--- config.mk ---
export PLATFORM = sky130hd
export DESIGN_NAME = mssf_back
export DESIGN_NICKNAME = d
export VERILOG_FILES = /design/src/mssf_pkg.sv /design/src/mssf_back.sv
export SDC_FILE = /design/constraint.sdc
export NUM_CORES = 1
export LEC_CHECK = 0
export BUFFER_PORTS_ARGS = -buffer_cell sky130_fd_sc_hd__buf_2
export CORE_ASPECT_RATIO = 0.7
export CORE_UTILIZATION = 48
export CTS_BUF_LIST = sky130_fd_sc_hd__clkbuf_8 sky130_fd_sc_hd__clkbuf_16
export CTS_CLUSTER_DIAMETER = 200
export DETAILED_ROUTE_END_ITERATION = 10
export GPL_TIMING_DRIVEN = 0
export PLACE_DENSITY_LB_ADDON = 0.3
export SYNTH_ARGS = -nofsm -noshare
export SYNTH_HDL_FRONTEND = slang
export SYNTH_SLANG_ARGS = --single-unit
--- constraint.sdc ---
create_clock -name clk -period 2.7 [get_ports clk]
set_clock_uncertainty 0.15 [all_clocks]
set_input_delay 0.27 -clock clk [delete_from_list [all_inputs] [get_ports clk]]
set_output_delay 0.27 -clock clk [all_outputs]
set_load 0.01 [all_outputs]
--- src/mssf_pkg.sv ---
// ----------------------------------------------------------------------------
// mssf_pkg
// Shared widths, reciprocal constant and segment decoder for the
// seven-segment frame generator.
// ----------------------------------------------------------------------------
package mssf_pkg;

    localparam int VALUE_W    = 32;
    localparam int BCD_W      = 4;
    localparam int SEG_W      = 7;
    localparam int EN_W       = 4;
    localparam int OUT_DATA_W = 16;
    localparam int QUEUE_DEPTH = 2;

    // ceil(2^35 / 10), exact quotient for every 32-bit dividend after >> 35
    localparam logic [VALUE_W-1:0] RECIP_TEN = 32'hCCCC_CCCD;
    localparam int RECIP_SHIFT = 35;

    localparam logic [SEG_W-1:0] SEG_0 = 7'h3F;
    localparam logic [SEG_W-1:0] SEG_1 = 7'h06;
    localparam logic [SEG_W-1:0] SEG_2 = 7'h5B;
    localparam logic [SEG_W-1:0] SEG_3 = 7'h4F;
    localparam logic [SEG_W-1:0] SEG_4 = 7'h66;
    localparam logic [SEG_W-1:0] SEG_5 = 7'h6D;
    localparam logic [SEG_W-1:0] SEG_6 = 7'h7D;
    localparam logic [SEG_W-1:0] SEG_7 = 7'h07;
    localparam logic [SEG_W-1:0] SEG_8 = 7'h7F;
    localparam logic [SEG_W-1:0] SEG_9 = 7'h6F;

    typedef logic [BCD_W-1:0] bcd_t;
    typedef logic [SEG_W-1:0] seg_t;
    typedef logic [EN_W-1:0]  en_t;

    function automatic seg_t seg_decode(input bcd_t d);
        seg_t s;
        unique case (d)
            4'd0:    s = SEG_0;
            4'd1:    s = SEG_1;
            4'd2:    s = SEG_2;
            4'd3:    s = SEG_3;
            4'd4:    s = SEG_4;
            4'd5:    s = SEG_5;
            4'd6:    s = SEG_6;
            4'd7:    s = SEG_7;
            4'd8:    s = SEG_8;
            4'd9:    s = SEG_9;
            default: s = SEG_0;
        endcase
        return s;
    endfunction

endpackage

--- src/mssf_back.sv ---
// ----------------------------------------------------------------------------
// mssf_back
// Walks one digit set through its display frames, one frame per cycle when
// the output is not stalled, into a registered output stage.
// ----------------------------------------------------------------------------
module mssf_back
    import mssf_pkg::*;
#(
    parameter int DIGITS = 4
)
(
    input  logic                     clk,
    input  logic                     rst_n,
    input  logic                     q_valid,
    output logic                     q_pop,
    input  logic [DIGITS*BCD_W-1:0]  q_data,
    output logic                     out_valid,
    input  logic                     out_ready,
    output seg_t                     out_segments,
    output en_t                      out_enables,
    output logic                     out_last
);

    localparam int FW = $clog2(DIGITS + 1);
    localparam logic [FW-1:0] BLANK_FRAME = FW'(DIGITS);

    logic [FW-1:0] frame_reg;
    logic          valid_reg;
    seg_t          seg_reg;
    en_t           en_reg;
    logic          last_reg;

    logic          load;
    logic          blank;
    bcd_t          digit;
    en_t           en;

    always_comb
    begin
        load  = q_valid && (!valid_reg || out_ready);
        blank = (frame_reg == BLANK_FRAME);
        q_pop = load && blank;
        // units digit by default, which also serves the blank frame
        digit = q_data[BCD_W-1:0];
        for (int i = 0; i < DIGITS; i++)
        begin
            if (int'(frame_reg) == DIGITS - 1 - i)
                digit = q_data[i*BCD_W +: BCD_W];
        end
        for (int j = 0; j < EN_W; j++)
            en[j] = (int'(frame_reg) != j);
    end

    always_ff @(posedge clk or negedge rst_n)
    begin
        if (!rst_n)
        begin
            frame_reg <= '0;
            valid_reg <= 1'b0;
        end
        else
        begin
            if (load)
            begin
                valid_reg <= 1'b1;
                if (blank)
                    frame_reg <= '0;
                else
                    frame_reg <= frame_reg + 1'b1;
            end
            else if (out_ready)
            begin
                valid_reg <= 1'b0;
            end
        end
    end

    always_ff @(posedge clk)
    begin
        if (load)
        begin
            seg_reg  <= seg_decode(digit);
            en_reg   <= en;
            last_reg <= blank;
        end
    end

    assign out_valid    = valid_reg;
    assign out_segments = seg_reg;
    assign out_enables  = en_reg;
    assign out_last     = last_reg;

    a_last_all_off : assert property (@(posedge clk) disable iff (!rst_n)
        (valid_reg && last_reg) |-> (en_reg == '1))
        else $error("blank frame with a digit enabled");

    a_frame_range : assert property (@(posedge clk) disable iff (!rst_n)
        frame_reg <= BLANK_FRAME)
        else $error("frame counter out of range");

    a_mid_set_held : assert property (@(posedge clk) disable iff (!rst_n)
        (frame_reg != '0) |-> q_valid)
        else $error("digit set left the queue before its last frame");

    a_pop_after_blank : assert property (@(posedge clk) disable iff (!rst_n)
        q_pop |=> (valid_reg && last_reg))
        else $error("digit set popped without a blank frame");

endmodule

==> flow_summary_export.csv <==
group,metric,value,unit
global_route,grtUsageTotal,18.5,%
clocking,clkSinkCount,16,
detailed_routing,via_per_inst,5.09,
detailed_routing,antenna_left,0,
global_route,antenna_found_initial,0,
detailed_routing,post_drt_wl_per_cell,12.4,um
synth,synth-seq-area-share,46.9,%
synth,synthArstFlopShare,25.0,%
die,num_rows,13,
critical_path,crit_fanout,10,
clocking,clk_pin_slew_worst_paths,60,ps
sta,setup-tns-final,0,ps
detailed_routing,drc,0,
sta,min_period_over_period,94.3,%
synth,netlist_area,982,um2
sta,finalCriticalPeriod,2550,ps
synth,synth-seq-cells,16,
cells_and_area,largest_register_ffs,7,
global_route,overflow,0,
min_path,min_path_type,"in -> reg",
global_route,use_met2,29.2,%
critical_path,crit_path_end_kind,"register",
synth,yosysWarnings,0,
clocking,clk_latency,240,ps
synth,synth_enable_flop_cells,12,
die,start_util,52.1,%
power,total_power,1.42,mW
detailed_routing,routed_wl,1860,um
detailed_routing,drtIter0Drc,14,
clocking,clockBufferDepth,2,
sta,timing.fmax,393,MHz
placed_design,gp_congestion,0.842,
synth,synth_cell_types,32,
cells_and_area,seqCellArea,460,um2
critical_path,required,2530,ps
critical_path,start_kind,"register",
synth,synthFlopType,"edfxtp_1",
clocking,cts_tree,"yes",
cells_and_area,fill_cells,153,
critical_path,arrival,2380,ps
critical_path,path_class,"reg -> reg",
die,die_w,56.1,um
die,dieArea,2230,um2
cells_and_area,drive_above_1_share,40.2,%
flow_run,drv_cap,0,
power,p_leak,0.555,nW
global_route,grt_max_degree,18,
placed_design,port_buffers,33,
sta,setup_viol,0,
clocking,h-tree-depth,1,
cells_and_area,nets,158,
cells_and_area,diodes,0,
detailed_routing,num_vias,759,
sta,drv_slew,0,
power,vdd_drop_max,0.000657,V
cells_and_area,fin_cells,149,
global_route,use_met1,26.4,%
placed_design,dpl.cell_count,143,
sta,slew_headroom,59.8,%
cells_and_area,layout.cells.most_common,"buf_2",
power,p_per_area,1120,nW/um2
synth,syn_nets,118,
global_route,grt_use_met3,3.96,%
die,fp.dieH,39.8,um
die,pin_count,34,
detailed_routing,dr.pass1.iters,4,
clocking,root_buffer,"clkbuf_8",
synth,syn_avg_cell_area,11.2,um2
sta,tightestPinTransition,602,ps
cells_and_area,multiInputGateArea,500,um2
cells_and_area,final_cell_mix,"buf_2, edfxtp_1, inv_1",
synth,synthCells,88,
clocking,cts_buffers,3,
die,core,1890,um2
sta,rsz0062_at_grt,"false",
global_route,grt_pass1_wl,3080,um
sta,hold_viol,0,
global_route,grt-busiest-layer,"met2",
placed_design,hpwl,1420,um
cells_and_area,syn2layout_area_growth,28.7,%
global_route,grt_pass1_vias,662,
run_status,outcome,"finished clean",
-- layout make-up --
cell class / instances / area share (%)
Buffer: 2 / 0.792
Clock buffer: 3 / 3.27
Clock inverter: 1 / 0.297
Inverter: 10 / 2.97
Multi-Input combinational cell: 60 / 39.6
Sequential cell: 16 / 36.4
Tap cell: 22 / 2.18
Timing Repair Buffer: 35 / 14.5
-- worst max-delay path: stages, from the launching register on --
cell	delay, ps
dfrtp_1	380
inv_1	90
ha_1	170
buf_2	180
or3_4	420
o221ai_4	220
inv_1	120
ha_1	290
inv_1	70
mux2_2	140
nand2_1	60
-- routing by layer --
layer / vias to the layer above / share of wire [%] / routed length, um
li1: 390 / - / -
met1: 341 / 52 / 964
met2: 26 / 42 / 781
met3: 2 / 5.4 / 100
met4: 0 / 0.49 / 9
met5: - / 0 / 0
-- power breakdown --
part	switching, mW	internal [mW]
logic	0.462	0.369
registers	0.0353	0.374
clock network	0.0763	0.100
-- through the flow --
| stage | worst slack, ps | instance area, um2 | util, % | hold slack, ps |
|---|---|---|---|---|
| global placement | 62.5 | 1170 | 62.3 | -69.6 |
| detailed placement | 40.4 | 1170 | 62.3 | -66.6 |
| finish | 153 | 1260 | 67.0 | 79.1 |
| floorplan | 271 | 982 | - | -176 |
| global route | 30.4 | 1260 | 67.0 | 101 |
| CTS | 48.9 | 1230 | 65.3 | 78.4 |
-- cell usage after synthesis, drive strengths merged, types with 2 or more instances --
cell type	n	area, um2
buf	2	10.0
dfrtp	4	100
edfxtp	12	360
ha	10	125
inv	10	37.5
mux2	2	22.5
nand2	9	33.8
nand2b	5	41.3
nand3	3	15.0
nor2	4	15.0
nor2b	2	12.5
nor3	3	15.0
nor3b	2	15.0
o21ai	4	20.0
o221ai	2	41.3
or3	2	17.5
-- kinds of logic after synthesis --
| family | synth area share, % |
|---|---|
| buffers and inverters | 4.84 |
| adder cells (fa/ha/maj) | 12.7 |
| XOR/XNOR | 0.892 |
| multiplexers | 2.29 |
| AND/OR/NAND/NOR | 18.7 |
| flip-flops | 46.9 |
| AO/OA/AOI/OAI | 13.6 |
-- final timing paths --
| check | startpoint | to | slack (ps) | cells after the start |
|---|---|---|---|---|
| max reg2reg | frame_reg[1] | out_segments[3] | 150 | 10 |
| max in group asynchronous | rst_n | out_valid | 2070 | 2 |
| min | q_valid | out_valid | 80 | 2 |
| min in group asynchronous | rst_n | frame_reg[0] | 210 | 2 |
| max | frame_reg[1] | out_segments[3] | 150 | 10 |
| min reg2reg | out_valid | out_valid | 380 | 2 |
-- repair_timing --
item                                    in CTS  in global routing
setup buffers                                0                  1
resized for setup                            1                  5
cloned                                       0                  0
pin swaps                                    0                  1
endpoints found under the setup margin       1                  2
hold buffers                                 1                  0
hold endpoints to repair                     4                  0
Note: power is estimated with default switching activity, not from simulation.
