--- config.mk ---
export PLATFORM = sky130hd
export DESIGN_NAME = mssf_queue
export DESIGN_NICKNAME = d
export VERILOG_FILES = /design/src/mssf_pkg.sv /design/src/mssf_queue.sv
export SDC_FILE = /design/constraint.sdc
export NUM_CORES = 1
export LEC_CHECK = 0
export BUFFER_PORTS_ARGS = -buffer_cell sky130_fd_sc_hd__buf_2
export CORE_ASPECT_RATIO = 1.5
export CORE_MARGIN = 3
export CORE_UTILIZATION = 48
export CTS_BUF_LIST = sky130_fd_sc_hd__clkbuf_8
export DETAILED_ROUTE_END_ITERATION = 6
export GPL_TIMING_DRIVEN = 0
export PLACE_DENSITY_LB_ADDON = 0.08
export SKIP_LAST_GASP = 1
export SYNTH_ARGS = -nofsm -noshare
export SYNTH_HDL_FRONTEND = slang
export SYNTH_SLANG_ARGS = --single-unit
--- constraint.sdc ---
create_clock -name clk -period 1.5 [get_ports clk]
set_input_delay 0.3 -clock clk [delete_from_list [all_inputs] [get_ports clk]]
set_output_delay 0.3 -clock clk [all_outputs]
set_load 0.005 [all_outputs]
--- src/mssf_pkg.sv ---
// ----------------------------------------------------------------------------
// mssf_pkg
// Shared widths, reciprocal constant and segment decoder for the
// seven-segment frame generator.
// ----------------------------------------------------------------------------
package mssf_pkg;

    localparam int VALUE_W    = 32;
    localparam int BCD_W      = 4;
    localparam int SEG_W      = 7;
    localparam int EN_W       = 4;
    localparam int OUT_DATA_W = 16;
    localparam int QUEUE_DEPTH = 2;

    // ceil(2^35 / 10), exact quotient for every 32-bit dividend after >> 35
    localparam logic [VALUE_W-1:0] RECIP_TEN = 32'hCCCC_CCCD;
    localparam int RECIP_SHIFT = 35;

    localparam logic [SEG_W-1:0] SEG_0 = 7'h3F;
    localparam logic [SEG_W-1:0] SEG_1 = 7'h06;
    localparam logic [SEG_W-1:0] SEG_2 = 7'h5B;
    localparam logic [SEG_W-1:0] SEG_3 = 7'h4F;
    localparam logic [SEG_W-1:0] SEG_4 = 7'h66;
    localparam logic [SEG_W-1:0] SEG_5 = 7'h6D;
    localparam logic [SEG_W-1:0] SEG_6 = 7'h7D;
    localparam logic [SEG_W-1:0] SEG_7 = 7'h07;
    localparam logic [SEG_W-1:0] SEG_8 = 7'h7F;
    localparam logic [SEG_W-1:0] SEG_9 = 7'h6F;

    typedef logic [BCD_W-1:0] bcd_t;
    typedef logic [SEG_W-1:0] seg_t;
    typedef logic [EN_W-1:0]  en_t;

    function automatic seg_t seg_decode(input bcd_t d);
        seg_t s;
        unique case (d)
            4'd0:    s = SEG_0;
            4'd1:    s = SEG_1;
            4'd2:    s = SEG_2;
            4'd3:    s = SEG_3;
            4'd4:    s = SEG_4;
            4'd5:    s = SEG_5;
            4'd6:    s = SEG_6;
            4'd7:    s = SEG_7;
            4'd8:    s = SEG_8;
            4'd9:    s = SEG_9;
            default: s = SEG_0;
        endcase
        return s;
    endfunction

endpackage

--- src/mssf_queue.sv ---
// ----------------------------------------------------------------------------
// mssf_queue
// Two-entry queue of digit sets between the divider and the frame emitter.
// ----------------------------------------------------------------------------
module mssf_queue
    import mssf_pkg::*;
#(
    parameter int WIDTH = 16
)
(
    input  logic             clk,
    input  logic             rst_n,
    input  logic             wr_valid,
    output logic             wr_ready,
    input  logic [WIDTH-1:0] wr_data,
    output logic             rd_valid,
    input  logic             rd_pop,
    output logic [WIDTH-1:0] rd_data
);

    localparam int AW = $clog2(QUEUE_DEPTH);
    localparam int NW = $clog2(QUEUE_DEPTH + 1);

    logic [WIDTH-1:0] mem [QUEUE_DEPTH];
    logic [AW-1:0]    wr_ptr_reg;
    logic [AW-1:0]    rd_ptr_reg;
    logic [NW-1:0]    count_reg;
    logic             do_push;
    logic             do_pop;

    always_comb
    begin
        wr_ready = (count_reg != NW'(QUEUE_DEPTH));
        rd_valid = (count_reg != '0);
        rd_data  = mem[rd_ptr_reg];
        do_push  = wr_valid && wr_ready;
        do_pop   = rd_pop && rd_valid;
    end

    always_ff @(posedge clk or negedge rst_n)
    begin
        if (!rst_n)
        begin
            wr_ptr_reg <= '0;
            rd_ptr_reg <= '0;
            count_reg  <= '0;
        end
        else
        begin
            if (do_push)
                wr_ptr_reg <= wr_ptr_reg + 1'b1;
            if (do_pop)
                rd_ptr_reg <= rd_ptr_reg + 1'b1;
            if (do_push && !do_pop)
                count_reg <= count_reg + 1'b1;
            else if (do_pop && !do_push)
                count_reg <= count_reg - 1'b1;
        end
    end

    always_ff @(posedge clk)
    begin
        if (do_push)
            mem[wr_ptr_reg] <= wr_data;
    end

endmodule

==> results of run 1 <==
==> Yosys cell counts <==
library cell	number	area [µm²]
xor2_1	2	17.5
nand2b_1	1	6.26
mux2_4	9	135
ha_1	1	12.5
buf_12	1	20.0
edfxtp_1	32	961
inv_1	1	3.75
or2_1	1	6.26
nand2_2	1	6.26
nand2_1	1	3.75
dfrtp_1	4	100
buf_6	1	11.3
and3_1	1	6.26
nor2_1	2	7.51
mux2_2	7	78.8
xnor2_1	3	26.3
==> cells by family (layout without fill, tap and decap cells) <==
logic type | count (synthesis) | count (layout) | synth area share, %
buf+inv | 3 | 59 | 2.50
xor+xnor | 5 | 5 | 3.12
flops | 36 | 36 | 75.6
fa+ha+maj | 1 | 1 | 0.892
simple gates | 7 | 7 | 2.59
mux | 16 | 16 | 15.3
==> through the flow <==
stage	utilization [%]	cells	TNS, ps
2_1_floorplan	-	68	0
3_3_place_gp	59.9	142	-4970
3_5_place_dp	59.9	142	-6300
4_1_cts	67.5	157	-2340
5_1_grt	72.7	161	-2890
6_report	72.7	161	-2400
==> repair_timing <==
| action | in CTS | in global routing |
|---|---|---|
| pin swaps | 1 | 1 |
| gates cloned | 1 | 0 |
| endpoints found under the setup margin | 49 | 17 |
| gates resized for setup | 6 | 21 |
| buffers inserted | 5 | 4 |
| hold buffers | 1 | 0 |
| endpoints found under the hold margin | 4 | 0 |
==> per-layer routing <==
metal  wire (µm)  GRT usage [%]  up-vias
met5           0              0        -
met4          42           5.54        0
met3         146           5.75        8
met2        1280           24.7       28
met1         869           14.3      356
li1            -              -      367
==> worst max-delay path: stages, from the launching register on <==
cell     delay, ps
dfrtp_1        380
buf_6          140
buf_12         130
mux2_4         300
buf_6          120
==> worst paths after layout <==
path                                 to  slack (ps)    startpoint  depth (start not counted)
setup / recovery             rd_data[3]        -160    rd_ptr_reg                          4
hold / removal                mem[0][4]         200    wr_data[4]                          1
setup reg to reg           count_reg[1]         100  count_reg[1]                          6
hold reg to reg              wr_ptr_reg         550    wr_ptr_reg                          1
max in group asynchronous    rd_ptr_reg        1020         rst_n                          2
min in group asynchronous    wr_ptr_reg         350         rst_n                          2
==> power groups by stage <==
| stage | logic (µW) | clock network [µW] | registers (µW) |
|---|---|---|---|
| after floorplan | 770 | 0 | 1470 |
| after global placement | 1090 | 0 | 1480 |
| after detailed placement | 1110 | 0 | 1500 |
| after CTS | 1420 | 682 | 1480 |
| after global routing | 1880 | 725 | 1520 |
| final | 1760 | 668 | 1490 |
==> cell type report <==
type                            instances  share of cell area (%)
Sequential cell                        36                    53.4
Timing Repair Buffer                   48                    20.2
Multi-Input combinational cell         29                    17.8
Clock buffer                            6                    4.16
Tap cell                               37                    2.33
Buffer                                  2                    1.57
Clock inverter                          2                   0.378
Inverter                                1                   0.189
==> flow_metrics.env, run 1 <==
export IMPL_status="finished, violations left"
export IMPL_violations="negative setup slack"
export IMPL_final_seq_area_um2=1060
export IMPL_synth_nets=89
export IMPL_top_level_ports=38
export IMPL_setup_viol=16
export IMPL_avgSynthCellArea_um2=20.6
export IMPL_tritoncts="built"
export IMPL_gp_congestion=0.618
export IMPL_overflow=0
export IMPL_ys_types=16
export IMPL_clockPowerShare_pct=17.1
export IMPL_cts_made_buffers=5
export IMPL_hold_viol=0
export IMPL_worstSetupPathType="reg2out"
export IMPL_drt_wl_total_mm=2.33
export IMPL_routed_via_density=4.71
export IMPL_ys_ff_latch=36
export IMPL_dpl_cell_area_um2=1640
export IMPL_ys_warn_count=0
export IMPL_core_area_um2=2730
export IMPL_grt_max_degree=17
export IMPL_n_fill_cell=177
export IMPL_synth_seq_area_share_pct=75.6
export IMPL_fin_crit_ps=1660
export IMPL_fin_area_um2=1990
export IMPL_cts_sinks=36
export IMPL_cp_required_ps=1200
export IMPL_ctsLongestPathBuffers=2
export IMPL_multi_input_area_um2=354
export IMPL_htreeDepth=2
export IMPL_grt_first_pass_wirelength_mm=3.62
export IMPL_worst_slew_pin_slew_ps=392
export IMPL_syn_inst=68
export IMPL_drtPass1Iterations=4
export IMPL_worst_hold_slack_ps=199
export IMPL_root_buffer="clkbuf_8"
export IMPL_hold_class="in2reg"
export IMPL_drive_gt1_share_pct=62.1
export IMPL_crit_path_end_kind="primary output"
export IMPL_setup_ws_ps=-162
export IMPL_cp_start_kind="register"
export IMPL_syn_to_final_growth_pct=41.7
export IMPL_switching_share_pct=26.7
export IMPL_layout_commonest_cell="edfxtp_1"
export IMPL_p_switching_uw=1040
export IMPL_num_vias=759
export IMPL_place_ws_ps=-239
export IMPL_skew_ps=3.30
export IMPL_fin_nets=144
export IMPL_p_int_uw=2870
export IMPL_die_y_um=72.2
export IMPL_p_comb_share_pct=45.0
export IMPL_routedWlPerCell_um=14.5
export IMPL_arrival_ps=1360
export IMPL_seq_power_share_pct=38.0
export IMPL_timing_fmax_mhz=602
export IMPL_fp_row_count=23
export IMPL_relSlewSlack_pct=73.9
export IMPL_initial_utilization_pct=51.3
export IMPL_design_die_area_um2=3620
export IMPL_track_usage_pct=14.0
export IMPL_worst_path_max_fanout=5
export IMPL_io_buffers=37
export IMPL_postRouteAntennaNets=0
export IMPL_rsz0062_at_grt="yes"
export IMPL_clkLatencyLatePin_ps=280
export IMPL_maxSlewViolCount=0
export IMPL_die_width_um=50.1
export IMPL_synth_area_um2=1400
export IMPL_maxCapViolCount=0
export IMPL_finalCritPeriodShare_pct=111
export IMPL_total_power_uw=3920
export IMPL_first_iter_violations=36
export IMPL_p_per_area_nw_per_um2=1970
export IMPL_clk_pin_slew_ps=60
export IMPL_p_leak_uw=0.000842
export IMPL_antenna_found_initial=0
export IMPL_ir_drop_mv=1.25
export IMPL_grt_pass1_vias=830
export IMPL_antenna_cells=0
export IMPL_drc=0
export IMPL_largest_register_ffs=32
export IMPL_layout_common_cells="edfxtp_1, buf_2, mux2_4, buf_6"
(Power assumes the default switching activity.)
==> inputs of run 2 (changes only) <==
- GPL_TIMING_DRIVEN: 0 -> 1
==> run 2 against run 1 <==
  * The run still ends with negative setup slack left
  * Maximum frequency is 4.5% higher
  * Via count increased by 0.92%
  * Global-route usage increased by 0.49 points
  * Register-to-register slack got worse by 40 ps
  * Clock skew increased by 1.5 ps
  * Power shrank 8.7%
  * Hold slack better by 3.2 ps
  * Non-clock buffer count down 1
  * Utilization is 3.8 points lower
  * Cell count decreased by 0.62%
  * Flip-flop and latch count unchanged
==> flow_metrics.env, run 2 (synthesis gave the netlist of run 1 again) <==
export IMPL_initial_utilization_pct=51.3
export IMPL_p_per_area_nw_per_um2=1900
export IMPL_routed_via_density=4.79
export IMPL_skew_ps=4.83
export IMPL_fin_crit_ps=1590
export IMPL_arrival_ps=1290
export IMPL_root_buffer="clkbuf_8"
export IMPL_htreeDepth=2
export IMPL_crit_slowest_cell="dfrtp_1"
export IMPL_overflow=0
export IMPL_seq_power_share_pct=42.0
export IMPL_hold_viol=0
export IMPL_largest_register_ffs=32
export IMPL_postRouteAntennaNets=0
export IMPL_drc=0
export IMPL_p_comb_share_pct=40.8
export IMPL_p_switching_uw=983
export IMPL_cp_required_ps=1200
export IMPL_clkLatencyLatePin_ps=280
export IMPL_design_die_area_um2=3620
export IMPL_maxCapViolCount=0
export IMPL_worst_hold_slack_ps=203
export IMPL_switching_share_pct=27.5
export IMPL_r2r_cells=6
export IMPL_layout_commonest_cell="edfxtp_1"
export IMPL_fp_row_count=23
export IMPL_crit_family="flip-flops"
export IMPL_setup_viol=16
export IMPL_clockPowerShare_pct=17.2
export IMPL_hold_class="in2reg"
export IMPL_drt_wl_total_mm=2.44
export IMPL_grt_pass1_vias=777
export IMPL_first_iter_violations=9
export IMPL_relSlewSlack_pct=87.9
export IMPL_r2r_slack_ps=60
export IMPL_status="finished, violations left"
export IMPL_grt_max_degree=13
export IMPL_syn_to_final_growth_pct=34.2
export IMPL_routedWlPerCell_um=15.3
export IMPL_layout_common_cells="edfxtp_1, buf_2, mux2_4, buf_6, buf_4"
export IMPL_grt_first_pass_wirelength_mm=3.68
export IMPL_drtPass1Iterations=4
export IMPL_num_vias=766
export IMPL_worst_slew_pin_slew_ps=181
export IMPL_antenna_found_initial=0
export IMPL_violations="negative setup slack"
export IMPL_cts_made_buffers=5
export IMPL_rsz0062_at_grt="yes"
export IMPL_p_leak_uw=0.000806
export IMPL_worst_path_max_fanout=5
export IMPL_top_level_ports=38
export IMPL_hold_depth=1
export IMPL_hold_path_end="mem[1][4]"
export IMPL_cp_start_kind="register"
export IMPL_r2r_start="count_reg[1]"
export IMPL_cp_num_buf_inv=2
export IMPL_die_y_um=72.2
export IMPL_crit_path_end_kind="primary output"
export IMPL_cts_sinks=36
export IMPL_crit_path_max_incr_delay_ps=400
export IMPL_ir_drop_mv=1.13
export IMPL_ctsLongestPathBuffers=2
export IMPL_maxSlewViolCount=0
export IMPL_antenna_cells=0
export IMPL_io_buffers=37
export IMPL_track_usage_pct=14.5
export IMPL_setup_ws_ps=-90.5
export IMPL_die_width_um=50.1
export IMPL_finalCritPeriodShare_pct=106
export IMPL_fin_area_um2=1880
export IMPL_core_area_um2=2730
export IMPL_final_util_pct=68.8
export IMPL_p_int_uw=2590
export IMPL_drive_gt1_share_pct=58.5
export IMPL_clk_pin_slew_ps=70
export IMPL_worstSetupPathType="reg2out"
export IMPL_fin_nets=143
export IMPL_r2r_end="count_reg[1]"
export IMPL_dpl_cell_area_um2=1670
export IMPL_hpwl_mm=1.58
export IMPL_worstPathCellList="buf_4 > mux2_4 > buf_2"
export IMPL_timing_fmax_mhz=629
export IMPL_tritoncts="built"
export IMPL_gp_congestion=0.662
export IMPL_hold_start="wr_data[4]"
[run 2: area by class of cell]
cell class                      instances  area (µm²)
Clock buffer                            5        68.8
Clock inverter                          3        11.3
Fill cell                             207         852
Inverter                                1        3.75
Multi-Input combinational cell         29         343
Sequential cell                        36        1060
Tap cell                               37        46.3
Timing Repair Buffer                   49         348
[run 2: how the worst max path moves through the flow]
stage / slack (ps) / startpoint / endpoint / cells past startpoint
after floorplan: 20 / count_reg[0] / mem[0][0] / 3
after global placement: 150 / count_reg[0] / count_reg[1] / 7
after detailed placement: 100 / count_reg[0] / count_reg[1] / 7
after CTS: -110 / rd_ptr_reg / rd_data[9] / 3
after global routing: -150 / rd_ptr_reg / rd_data[5] / 3
final: -90 / rd_ptr_reg / rd_data[14] / 3
[run 2: layer usage]
layer  wire (µm)  global-route usage, %
met1         838                   15.6
met3         159                   5.75
met4          55                   8.31
met5           0                      0
met2        1390                   23.7
[run 2: power by group through the flow]
| stage | Clock (µW) | Sequential, µW | Combinational, µW |
|---|---|---|---|
| after global routing | 668 | 1530 | 1570 |
| after floorplan | 0 | 1470 | 770 |
| after detailed placement | 0 | 1500 | 1130 |
| after CTS | 639 | 1490 | 1290 |
| final | 614 | 1500 | 1460 |
| after global placement | 0 | 1480 | 1110 |
[run 2: repair_timing]
item | CTS | global route
buffers inserted | 1 | 1
pin swaps | 0 | 1
endpoints found under the setup margin | 16 | 17
gates resized for setup | 10 | 11
hold buffers | 1 | 0
gates cloned | 1 | 0
endpoints found under the hold margin | 4 | 0
[run 2: stage by stage]
stage	worst slack, ps	setup TNS (ps)	instances	power [µW]
after global placement	151	0	148	2590
after detailed placement	101	0	148	2630
after floorplan	20.9	0	68	2240
after CTS	-114	-1610	159	3420
final	-90.5	-1270	160	3580
after global routing	-146	-2010	160	3770
==> inputs of run 3 (changes only) <==
- SETUP_SLACK_MARGIN: unset -> 0.2
==> run 3 against run 2 <==
  * Clock skew about the same
  * Global-route usage grew 0.63 points
  * Combinational power grew 9%
  * Cell area increased by 3.7%
  * Register-to-register slack improved by 50 ps
  * Largest power group is now combinational cells
  * Via count up 1.0%
  * Critical path depth unchanged
  * Wire length shrank 7.7%
  * Utilization grew 2.5 points
  * The run still ends with negative setup slack left
  * Power rose by 3.3%
  * Cell count grew 1.3%
==> flow_metrics.env, run 3 (synthesis gave the netlist of run 1 again) <==
export IMPL_tritoncts="built"
export IMPL_drt_wl_total_mm=2.25
export IMPL_die_y_um=72.2
export IMPL_initial_utilization_pct=51.3
export IMPL_setup_viol=16
export IMPL_violations="negative setup slack"
export IMPL_first_iter_violations=10
export IMPL_use_met1_pct=16.1
export IMPL_layout_commonest_cell="edfxtp_1"
export IMPL_routedWlPerCell_um=13.9
export IMPL_antenna_cells=0
export IMPL_arrival_ps=1300
export IMPL_num_vias=774
export IMPL_grt_first_pass_wirelength_mm=3.87
export IMPL_worst_slew_pin_slew_ps=232
export IMPL_design_die_area_um2=3620
export IMPL_grt_pass1_vias=810
export IMPL_place_ws_ps=84.1
export IMPL_drc=0
export IMPL_maxSlewViolCount=0
export IMPL_syn_to_final_growth_pct=39.1
export IMPL_gp_congestion=0.614
export IMPL_ir_drop_mv=1.47
export IMPL_ctsLongestPathBuffers=2
export IMPL_worst_path_max_fanout=8
export IMPL_p_per_area_nw_per_um2=1890
export IMPL_fin_crit_ps=1600
export IMPL_die_width_um=50.1
export IMPL_final_cells=162
export IMPL_crit_path_end_kind="primary output"
export IMPL_rsz0062_at_grt="yes"
export IMPL_skew_ps=5.22
export IMPL_worstSetupPathType="reg2out"
export IMPL_drive_gt1_share_pct=61.6
export IMPL_routed_via_density=4.78
export IMPL_overflow=0
export IMPL_largest_register_ffs=32
export IMPL_track_usage_pct=15.1
export IMPL_status="finished, violations left"
export IMPL_io_buffers=37
export IMPL_clkLatencyLatePin_ps=280
export IMPL_grt_use_met2_pct=24.7
export IMPL_hpwl_mm=1.51
export IMPL_top_level_ports=38
export IMPL_core_area_um2=2730
export IMPL_finalCritPeriodShare_pct=107
export IMPL_hold_depth=1
export IMPL_fin_nets=145
export IMPL_n_fill_cell=191
export IMPL_htreeDepth=2
export IMPL_antenna_found_initial=0
export IMPL_hold_viol=0
export IMPL_timing_fmax_mhz=625
export IMPL_hold_class="in2reg"
export IMPL_cts_sinks=36
export IMPL_cts_made_buffers=5
export IMPL_layout_common_cells="edfxtp_1, buf_2, buf_6, mux2_4, buf_4"
export IMPL_total_power_uw=3690
export IMPL_cp_required_ps=1200
export IMPL_grt_max_degree=17
export IMPL_p_leak_uw=0.000826
export IMPL_relSlewSlack_pct=84.6
export IMPL_met3_usage_pct=6.57
export IMPL_root_buffer="clkbuf_8"
export IMPL_grt_busiest_layer="met2"
export IMPL_postRouteAntennaNets=0
export IMPL_setup_ws_ps=-99.0
export IMPL_drtPass1Iterations=4
export IMPL_cp_start_kind="register"
export IMPL_maxCapViolCount=0
export IMPL_dp_cells=144
export IMPL_fp_row_count=23
export IMPL_r2r_cells=6
export IMPL_clk_pin_slew_ps=60
==> run 3: power by group <==
part           internal (µW)  switching [µW]  total, µW
Clock                    309             296        605
Combinational           1000             588       1590
Sequential              1390             111       1500
Total                   2700             996       3690
==> run 3: per-layer routing <==
| layer | part of all wire [%] | vias to the layer above |
|---|---|---|
| met1 | 33 | 369 |
| li1 | - | 366 |
| met2 | 57 | 30 |
| met3 | 7.5 | 9 |
| met4 | 3.0 | 0 |
| met5 | 0 | - |
==> run 3: timing repair <==
action | CTS | global route
gates cloned | 1 | 0
endpoints found under the hold margin | 4 | 0
endpoints found under the setup margin | 47 | 31
hold buffers | 1 | 0
setup buffers | 4 | 4
resized for setup | 21 | 5
pin swaps | 4 | 4
==> run 3: worst paths after layout <==
path,from,end,slack (ps)
max,rd_ptr_reg,rd_data[2],-100
min,wr_data[2],mem[0][2],200
max reg2reg,count_reg[1],count_reg[1],110
min reg2reg,wr_ptr_reg,wr_ptr_reg,580
max in group asynchronous,rst_n,wr_ptr_reg,1020
min in group asynchronous,rst_n,count_reg[0],350
==> run 3: metrics by stage <==
step | hold WS (ps) | setup TNS [ps] | util (%) | area (µm²)
2_1_floorplan | 4.41 | 0 | - | 1440
3_3_place_gp | 115 | 0 | 61.1 | 1670
3_5_place_dp | 114 | 0 | 61.1 | 1670
4_1_cts | 194 | -1700 | 69.4 | 1900
5_1_grt | 192 | -2200 | 71.4 | 1950
6_report | 203 | -1270 | 71.4 | 1950
==> run 3: layout make-up <==
class,count,area (µm²),area share (%)
repair buffers,51,387,19.8
clock buffers,5,68.8,3.53
well taps,37,46.3,2.37
multi-input cells,29,373,19.1
inverters,1,3.75,0.192
flip-flops and latches,36,1060,54.4
clock inverters,3,11.3,0.577
==> run 3: critical path, cell delays in order (launching register included) <==
cell     delay [ps]
dfrtp_1         400
buf_6           180
mux2_4          320
buf_6           120
